<file path="config.mk">
export PLATFORM = sky130hd
export DESIGN_NAME = tlss_word_unit
export DESIGN_NICKNAME = d
export VERILOG_FILES = /design/src/sv/assert_macros.svh /design/src/sv/tlss_pkg.sv /design/src/sv/tlss_word_unit.sv
export SDC_FILE = /design/constraint.sdc
export NUM_CORES = 1
export LEC_CHECK = 0
export BUFFER_PORTS_ARGS = -buffer_cell sky130_fd_sc_hd__buf_4
export CORE_ASPECT_RATIO = 1.25
export CORE_MARGIN = 5
export CORE_UTILIZATION = 45
export DETAILED_ROUTE_END_ITERATION = 10
export PLACE_DENSITY = 0.85
export SLEW_MARGIN = 20
export SYNTH_ARGS = -nofsm -noshare
export SYNTH_HDL_FRONTEND = slang
export SYNTH_SLANG_ARGS = --single-unit
</file>
<file path="constraint.sdc">
create_clock -name vclk -period 10.75
set_input_delay 1.6125 -clock vclk [all_inputs]
set_output_delay 1.6125 -clock vclk [all_outputs]
set_load 0.1 [all_outputs]
</file>
<file path="src/sv/assert_macros.svh">
// ----------------------------------------------------------------------------
// Assertion macros
// Shared concurrent assertion forms, clocked on clk with reset rst_n.
// ----------------------------------------------------------------------------
`ifndef ASSERT_MACROS_SVH
`define ASSERT_MACROS_SVH

// Same-cycle implication.
`define ASSERT_IMPL(label, ante, cons) \
  label: assert property (@(posedge clk) disable iff (!rst_n) (ante) |-> (cons)) \
    else $error("assertion failed: same-cycle implication");

// Next-cycle implication.
`define ASSERT_NEXT(label, ante, cons) \
  label: assert property (@(posedge clk) disable iff (!rst_n) (ante) |=> (cons)) \
    else $error("assertion failed: next-cycle implication");

`endif

</file>
<file path="src/sv/tlss_pkg.sv">
// ----------------------------------------------------------------------------
// tlss_pkg
// Field widths, operation codes and shared helpers of the two-lane loader.
// ----------------------------------------------------------------------------
package tlss_pkg;

  localparam int OP_W   = 2;
  localparam int LEN_W  = 14;
  localparam int IDX_W  = 9;
  localparam int CNT_W  = 9;
  localparam int WORD_W = 64;
  localparam int BIT_W  = 6;

  typedef enum logic [OP_W-1:0] {
    OP_CLEAR = 2'd0,
    OP_LOAD  = 2'd1,
    OP_FINAL = 2'd2,
    OP_QUERY = 2'd3
  } op_t;

  // Control of the double-buffered reachability store.
  typedef struct packed {
    logic wr_en;
    logic sel;
    logic fresh;
  } reach_ctl_t;

  // Index of the lowest set bit; zero when none is set.
  function automatic logic [BIT_W-1:0] lowest_set(input logic [WORD_W-1:0] v);
    logic [BIT_W-1:0] pos;
    pos = '0;
    for (int b = WORD_W - 1; b >= 0; b--) begin
      if (v[b]) begin
        pos = BIT_W'(b);
      end
    end
    return pos;
  endfunction

endpackage

</file>
<file path="src/sv/tlss_word_unit.sv">
// ----------------------------------------------------------------------------
// tlss_word_unit
// Shared word datapath: funnel shift of the reach words by the item length,
// room mask for the untracked lane, next reach word and choice word.
// ----------------------------------------------------------------------------
module tlss_word_unit #(
  parameter int SW  = 18,
  parameter int WAW = 8
) (
  input  logic [tlss_pkg::WORD_W-1:0]  lo,
  input  logic [tlss_pkg::WORD_W-1:0]  hi,
  input  logic [tlss_pkg::WORD_W-1:0]  cur,
  input  logic [tlss_pkg::BIT_W-1:0]   shift,
  input  logic signed [SW-1:0]         thr,
  input  logic [WAW-1:0]               w,
  input  logic                         zero_len,
  output logic [tlss_pkg::WORD_W-1:0]  next_word,
  output logic [tlss_pkg::WORD_W-1:0]  choice_word
);

  logic signed [SW-1:0]          diff;
  logic [tlss_pkg::BIT_W:0]      shamt;
  logic [tlss_pkg::WORD_W-1:0]   mask, unsh, shw;
  logic [2*tlss_pkg::WORD_W-1:0] cat;

  assign diff = thr - $signed(SW'({w, 6'b0}));

  // Bit b of this word may stay unshifted when w*64 + b <= thr.
  always_comb begin
    shamt = '0;
    if (diff < 0) begin
      mask = '0;
    end else if (diff >= $signed(SW'(63))) begin
      mask = '1;
    end else begin
      shamt = {1'b0, diff[5:0]} + 7'd1;
      mask  = ~({tlss_pkg::WORD_W{1'b1}} << shamt);
    end
  end

  assign cat  = {hi, lo} >> shift;
  assign shw  = cat[tlss_pkg::WORD_W-1:0];
  assign unsh = cur & mask;

  assign next_word   = shw | unsh;
  // The port path is recorded last, so it wins only for a zero-length item.
  assign choice_word = zero_len ? (shw & ~unsh) : shw;

endmodule

</file>
Word level (Yosys, flattened, before mapping)

Cells that the tools add are included.

Mux-type cells: 3
$lt $le $gt $ge: 2
Shift-type cells: 2
Bitwise logic cells: 5
$add $sub $neg: 2

Operator list:

| cell                                                               | count |
|---|---|
| two-way mux 64 bit                                                 | 3 |
| AND 64 bit                                                         | 2 |
| inverter 64 bit                                                    | 2 |
| >> shifter 128 x 6 -> 64 bit                                       | 1 |
| bitwise OR 64 bit                                                  | 1 |
| << shifter 64 x 7 -> 64 bit, first input constant                  | 1 |
| greater-or-equal comparator 18 x 7 -> 1 bit, second input constant | 1 |
| less-than comparator 18 x 1 -> 1 bit, second input constant        | 1 |
| subtractor 18 x 15 -> 18 bit                                       | 1 |
| adder 6 x 1 -> 7 bit, second input constant                        | 1 |

Output and inout bits: 128
Word-level logic and storage cells: 14
Input bits: 225
Flip-flop bits (word level): 0

Longest topological paths before layout

Gate-level depths: netlist of the first run.

Depth in word-level cells: 10
Gate-level depth with buffers: 12
Gate-level depth less buffers: 11

Worst setup path before layout of the first run

OpenSTA, ideal clock, no wires.

Path type: input-to-output
Start point: in thr[6]
End point: out next_word[0] (netlist bit)
Slack: 3265 ps
Cell stages on the path: 12
Data required time: 9137 ps
Data arrival time: 5873 ps
Buffers on the path: 1
Cells stage by stage: inv_1 -> ha_1 -> inv_1 -> fa_1 -> a21o_1 -> and4_1 -> o311ai_0 -> a2111oi_2 -> nand4_2 -> clkbuf_1 -> a21oi_1 -> o21ai_0

Cells in the longest elaborated chain, start to end: 6
Elaborated cells between the ends (all ways): 7
Classes of those cells: add/sub: 1; order compare: 2; mux: 2; bitwise: 2

Ends and longest elaborated chain:

| item                                        | line                 | RTL |
|---|---|---|
| start: declaration                          | tlss_word_unit.sv:14 | `input logic signed [SW-1:0] thr,` |
| subtractor 18 x 15 -> 18 bit *              | tlss_word_unit.sv:26 | `assign diff = thr - $signed(SW'({w, 6'b0}));` |
| greater-or-equal comparator 18 x 7 -> 1 bit | tlss_word_unit.sv:33 | `end else if (diff >= $signed(SW'(63))) begin` |
| two-way mux 64 bit                          | tlss_word_unit.sv:33 |  |
| two-way mux 64 bit *                        | tlss_word_unit.sv:31 | `if (diff < 0) begin` |
| AND 64 bit *                                | tlss_word_unit.sv:43 | `assign unsh = cur & mask;` |
| bitwise OR 64 bit *                         | tlss_word_unit.sv:45 | `assign next_word = shw \| unsh;` |
| end: declaration                            | tlss_word_unit.sv:17 | `output logic [tlss_pkg::WORD_W-1:0] next_word,` |

Mark *: on every way between the ends. The rest lies on a longest branch, timed or not.

Worst setup path in the final report of the first run

Start point: in thr[6]
End point: out choice_word[29] (netlist bit)

Cells in the longest elaborated chain, start to end: 8
Elaborated cells between the ends (all ways): 9
Classes of those cells: add/sub: 1; order compare: 2; mux: 3; bitwise: 3

Ends and longest elaborated chain:

| item                                        | line                 | RTL |
|---|---|---|
| subtractor 18 x 15 -> 18 bit *              | tlss_word_unit.sv:26 |  |
| greater-or-equal comparator 18 x 7 -> 1 bit | tlss_word_unit.sv:33 |  |
| two-way mux 64 bit                          | tlss_word_unit.sv:33 |  |
| two-way mux 64 bit *                        | tlss_word_unit.sv:31 |  |
| AND 64 bit *                                | tlss_word_unit.sv:43 |  |
| inverter 64 bit *                           | tlss_word_unit.sv:47 | `assign choice_word = zero_len ? (shw & ~unsh) : shw;` |
| AND 64 bit *                                | tlss_word_unit.sv:47 |  |
| two-way mux 64 bit *                        | tlss_word_unit.sv:47 |  |
| end: declaration                            | tlss_word_unit.sv:18 | `output logic [tlss_pkg::WORD_W-1:0] choice_word` |

Marked as above.

==> impl_metrics.env, run 1 <==
export IMPL_status="finished, final reports clean"
export IMPL_p_total_uw=1490
export IMPL_io_buffers=352
export IMPL_crit_type="input port to primary output"
export IMPL_grt_usage=0.335
export IMPL_fillers=2033
export IMPL_via_per_inst=6.75
export IMPL_final_core_util=0.573
export IMPL_syn_nets=1483
export IMPL_power_density_nw_per_um2=117
export IMPL_syn_inst=1245
export IMPL_drive_gt1_frac=0.426
export IMPL_crit_fanout=28
export IMPL_antenna_found_initial=4
export IMPL_grt_overflow=0
export IMPL_ys_warn_count=0
export IMPL_pwr_share_seq=0
export IMPL_grt_pass1_wl_um=66300
export IMPL_drv_slew=0
export IMPL_period_needed_ns=7.34
export IMPL_hold_path_class="input port to primary output"
export IMPL_gp_congestion=0.983
export IMPL_design_die_area_um2=25600
export IMPL_combPwrFrac=1.000
export IMPL_routedWlPerCell_um=25.9
export IMPL_multiInputGateArea_um2=9540
export IMPL_nClkBuffers=0
export IMPL_synthToLayoutAreaGrowth_pct=25.6
export IMPL_routed_via_count=11900
export IMPL_ys_seq_area_frac=0
export IMPL_clkPwrFrac=0
export IMPL_grt_pass1_vias=11300
export IMPL_syn_area_um2=10100
export IMPL_setup_violations=0
export IMPL_crit_path_end_kind="primary output"
export IMPL_drt_total_wl_um=45800
export IMPL_cp_required_ns=9.14
export IMPL_ios=353
export IMPL_dpl_hpwl_um=37400
export IMPL_drt_iter0_drc=1395
export IMPL_peakVddDrop_uv=120
export IMPL_fmax_ghz=0.136
export IMPL_grt_max_degree=76
export IMPL_finalSetupTns_ns=0
export IMPL_antenna_left=0
export IMPL_die_y_um=178
export IMPL_worstMarginPinSlew_ns=0.976
export IMPL_period_share=0.683
export IMPL_start_util=0.456
export IMPL_cts_resized=0
export IMPL_core_area_um2=22200
export IMPL_postCtsSetupRepairBufs=0
export IMPL_power_leakage_uw=0.00541
export IMPL_crit_arrival_ns=5.73
export IMPL_layout_nets=1724
export IMPL_slew_headroom=0.349
export IMPL_seq_area_um2=0
export IMPL_final_hold_viol_count=0
export IMPL_postCtsHoldBufs=0
export IMPL_worst_setup_path_start_kind="input port"
export IMPL_syn_area_per_cell_um2=8.13
export IMPL_switching_share=0.715
export IMPL_power_internal_uw=424
export IMPL_drc_errors=0
export IMPL_ys_types=61
export IMPL_grt_setup_unrepaired="false"
export IMPL_drt_pass1_iter_count=6
export IMPL_p_sw_uw=1060
export IMPL_maxCapViolCount=0
export IMPL_die_x_um=144
export IMPL_rows=61
export IMPL_seq_cells=0
## power groups by stage
| stage | registers (µW) | logic, µW | clock network (µW) |
|---|---|---|---|
| floorplan | 0 | 1090 | 0 |
| global placement | 0 | 1460 | 0 |
| detailed placement | 0 | 1470 | 0 |
| CTS | 0 | 1470 | 0 |
| global route | 0 | 1540 | 0.0000250 |
| finish | 0 | 1490 | 0.0000250 |
## worst max-delay path, cell delays in order
cell and delay (ns):
buf_4 0.11, inv_1 0.04, ha_1 0.20, inv_1 0.07
fa_1 0.42, nor3b_1 0.30, o2111ai_1 0.19, or4_4 0.58
a2111oi_2 0.37, nand4_2 0.69, or3_1 0.61, a31oi_1 0.20
buf_4 0.32
## stage by stage
step	instances	hold slack (ns)	setup WS [ns]	area, µm²
final	1769	3.60	3.41	12700
after floorplan	1245	3.60	3.26	10100
after global routing	1769	3.60	3.16	12700
after CTS	1767	3.60	3.48	12700
after global placement	1767	3.59	3.51	12700
after detailed placement	1767	3.60	3.49	12700
## routing by layer
metal	global-route usage	part of all wire
met2	0.571	0.48
met4	0.128	0.044
met3	0.0469	0.11
met5	0	0.00028
met1	0.428	0.36
## layout by cell type, fill, tap and decap left out, drive strengths merged, types with 6 or more instances in the layout
| cell type | count |
|---|---|
| xnor2 | 6 |
| ha | 12 |
| o311ai | 16 |
| o21ba | 29 |
| or3 | 29 |
| or2 | 11 |
| a31oi | 31 |
| mux4 | 126 |
| o21ai | 144 |
| nand2b | 12 |
| nor3 | 36 |
| nand2 | 118 |
| nand3 | 6 |
| nor2 | 123 |
| inv | 16 |
| buf | 366 |
| mux2i | 160 |
| and2 | 24 |
| o211ai | 19 |
| a21oi | 31 |
| a211oi | 8 |
| o211a | 7 |
| mux2 | 87 |
## final timing paths
path,from,end,cells past startpoint
worst max-delay path,thr[6],choice_word[29],13
worst min-delay path,cur[25],choice_word[25],3
## synth_stat cells, drive strengths merged, types with 19 or more instances
library cell / n / area [µm²]
mux2i: 160 / 1600
o21ai: 144 / 721
mux4: 126 / 2840
nor2: 123 / 462
nand2: 118 / 443
mux2: 87 / 980
clkbuf: 70 / 263
buf: 57 / 279
nor3: 36 / 180
a21oi: 31 / 155
a31oi: 31 / 194
o21ba: 29 / 290
or3: 29 / 181
and2: 24 / 150
o211ai: 19 / 143
## kinds of logic (layout without fill, tap and decap cells)
group | count (synthesis) | after routing | synth area share
muxes | 373 | 373 | 0.535
adders and majority gates | 13 | 13 | 0.0168
buffers and inverters | 146 | 385 | 0.0605
and+or+nand+nor | 383 | 383 | 0.175
other | 0 | 2 | 0
xor gates and xnor gates | 10 | 10 | 0.00865
AOI/OAI and AO/OA | 320 | 320 | 0.204
## final cells by class
cell class | instances | area share
inverters | 19 | 0.00600
multi-input cells | 1099 | 0.750
repair buffers | 366 | 0.216
diodes | 2 | 0.000393
well taps | 283 | 0.0278
No activity file was read; power rests on OpenSTA's default activity.
==> run 2, diff against run 1 <==
- ABC_AREA: default -> 1
- PLACE_DENSITY: 0.85 -> 0.84
- clock period: 10.75 -> 6.8 ns (I/O delays scaled with it)
==> run 2 against run 1 <==
Effect of this change:
- via count is 39% higher
- first-iteration DRC count up 65%
- clock-buffer cell count did not move
- critical path depth up 2
- setup slack lost 2.0 ns
- final cell count increased by 63%
- sequential share of layout area stayed put
- combinational power is 46% higher
- die area rose by 8.3%
- worst hold slack lost 1.0 ns
- critical endpoint is now choice_word[21]
- largest power group unchanged
- highest routed layer is now met4
==> impl_metrics.env, run 2 <==
export IMPL_status="finished, final reports clean"
export IMPL_setup_violations=0
export IMPL_gp_congestion=1.05
export IMPL_synth_top_cell_area_share=0.321
export IMPL_crit_family="buffers and inverters"
export IMPL_rows=64
export IMPL_synth_largest_area_cell="nand2_1"
export IMPL_synth_compound_area_frac=0.212
export IMPL_n_antenna_cell=0
export IMPL_combPwrFrac=1.000
export IMPL_seq_cells=0
export IMPL_maxCapViolCount=0
export IMPL_holdPathEnd="next_word[1]"
export IMPL_layout_commonest_cell="nand2_1"
export IMPL_drt_total_wl_um=52200
export IMPL_p_total_uw=2180
export IMPL_switching_share=0.762
export IMPL_dpl_hpwl_um=42600
export IMPL_drc_errors=0
export IMPL_yosysMostFrequentCell="nand2_1"
export IMPL_layout_common_cells="nand2_1, nand3_1, buf_4"
export IMPL_postCtsSetupRepairBufs=0
export IMPL_design_die_area_um2=27800
export IMPL_power_internal_uw=520
export IMPL_die_y_um=185
export IMPL_worst_path_max_delay_cell="inv_6"
export IMPL_cts_resized=0
export IMPL_postCtsHoldBufs=0
export IMPL_routedWlPerCell_um=18.2
export IMPL_grt_max_degree=125
export IMPL_netlist_top_cells_count="nand2_1, nand3_1, inv_1, o21ai_1, o21ai_0"
export IMPL_ys_seq_area_frac=0
export IMPL_grt_setup_unrepaired="false"
export IMPL_synth_xor_area_share=0.00408
export IMPL_yosys_area_share_simple=0.602
export IMPL_nClkBuffers=0
export IMPL_final_core_util=0.549
export IMPL_crit_type="input port to primary output"
export IMPL_layout_nets=2785
export IMPL_grt_usage=0.355
export IMPL_clkPwrFrac=0
export IMPL_period_needed_ns=5.35
export IMPL_worstMarginPinSlew_ns=1.03
export IMPL_core_area_um2=24300
export IMPL_fmax_ghz=0.187
export IMPL_crit_chain="buf_4, inv_6, nand2_1, nand2_1, nor2_1, a31oi_1, nand2_1, nand3_1, o21ai_0, o21ai_0, nand2_1, nand2_1, nand2_1, inv_1, buf_4"
export IMPL_final_hold_viol_count=0
export IMPL_syn_area_per_cell_um2=4.71
export IMPL_crit_fanout=124
export IMPL_power_density_nw_per_um2=163
export IMPL_drt_iter0_drc=2304
export IMPL_finalSetupTns_ns=0
export IMPL_grt_overflow=0
export IMPL_period_share=0.787
export IMPL_cpPeakStageDelay_ns=0.66
export IMPL_hold_path_startpoint="cur[1]"
export IMPL_peakVddDrop_uv=117
export IMPL_synthToLayoutAreaGrowth_pct=21.1
export IMPL_drive_gt1_frac=0.187
export IMPL_drv_slew=0
export IMPL_routed_via_count=16600
export IMPL_syn_area_um2=11000
export IMPL_syn_nets=2582
export IMPL_final_area_um2=13400
export IMPL_synthAdderAreaFrac=0.0154
export IMPL_power_leakage_uw=0.00732
export IMPL_crit_arrival_ns=4.33
export IMPL_ios=353
export IMPL_hold_path_depth=6
export IMPL_p_sw_uw=1660
export IMPL_crit_buf_inv=4
export IMPL_via_per_inst=5.78
export IMPL_ys_warn_count=0
export IMPL_worst_setup_path_start_kind="input port"
export IMPL_hold_path_class="input port to primary output"
export IMPL_antenna_found_initial=0
export IMPL_slew_headroom=0.315
export IMPL_placed_area_um2=13400
export IMPL_grt_pass1_wl_um=79300
export IMPL_cp_required_ns=5.78
export IMPL_grt_pass1_vias=15000
export IMPL_antenna_left=0
export IMPL_crit_path_frequent_cell="nand2_1"
export IMPL_syn_inst=2344
export IMPL_muxShareOfSynthArea=0.0172
export IMPL_crit_path_end_kind="primary output"
export IMPL_synth_top_family_by_area="simple AND/OR/NAND/NOR gates"
export IMPL_start_util=0.453
export IMPL_drt_pass1_iter_count=6
export IMPL_synthTopCellsByArea="nand2_1, nand3_1, o21ai_1"
export IMPL_pwr_share_seq=0
export IMPL_die_x_um=150
export IMPL_io_buffers=352
export IMPL_ys_types=42
export IMPL_seq_area_um2=0
[run 2: cell types whose count changed in the layout (fill, tap and decap cells not counted), sizes merged, moves of 23 or more]
cell    change
o21ba      -29
o211ai     +67
mux4      -126
a31oi      -25
nand2     +826
or2        +62
o21ai     +104
and2       -23
mux2       -87
or3        -29
mux2i     -141
inv       +170
nand3     +375
[run 2: worst max path at each step]
stage / start / to / slack, ns / cells after the start
floorplan: thr[6] / next_word[21] / 2.30 / 19
global placement: shift[0] / choice_word[21] / 1.62 / 15
detailed placement: shift[0] / choice_word[21] / 1.60 / 15
CTS: shift[0] / choice_word[21] / 1.60 / 15
global route: shift[0] / choice_word[21] / 1.27 / 15
finish: shift[0] / choice_word[21] / 1.45 / 15
[run 2: kinds of logic after synthesis]
group,Yosys count
AND/OR/NAND/NOR,1542
AO/OA/AOI/OAI,407
buffers and inverters,360
multiplexers,19
adder cells (fa/ha/maj),13
XOR/XNOR,3
[run 2: metrics by stage]
step / hold WS (ns) / cells / setup WS (ns)
floorplan: 2.59 / 2344 / 2.30
global placement: 2.58 / 2875 / 1.62
detailed placement: 2.58 / 2875 / 1.60
CTS: 2.58 / 2875 / 1.60
global route: 2.61 / 2875 / 1.27
finish: 2.58 / 2875 / 1.45
[run 2: power by group through the flow]
stage / sequential, µW / combinational [µW] / clock (µW)
after floorplan: 0 / 1600 / 0
after global placement: 0 / 2140 / 0
after detailed placement: 0 / 2150 / 0
after CTS: 0 / 2160 / 0
after global routing: 0 / 2300 / 0
final: 0 / 2180 / 0
[run 2: routing by layer]
| layer | track usage | up-vias | share of wire |
|---|---|---|---|
| li1 | - | 8068 | - |
| met3 | 0.0426 | 144 | 0.11 |
| met2 | 0.591 | 1014 | 0.46 |
| met5 | 0 | - | 0 |
| met1 | 0.459 | 7389 | 0.38 |
| met4 | 0.156 | 0 | 0.053 |
[run 2: layout make-up]
cell class	instances	area, µm²
Tap cell	330	413
Timing Repair Buffer	374	2830
Inverter	187	713
Fill cell	2753	11000
Multi-Input combinational cell	1984	9400
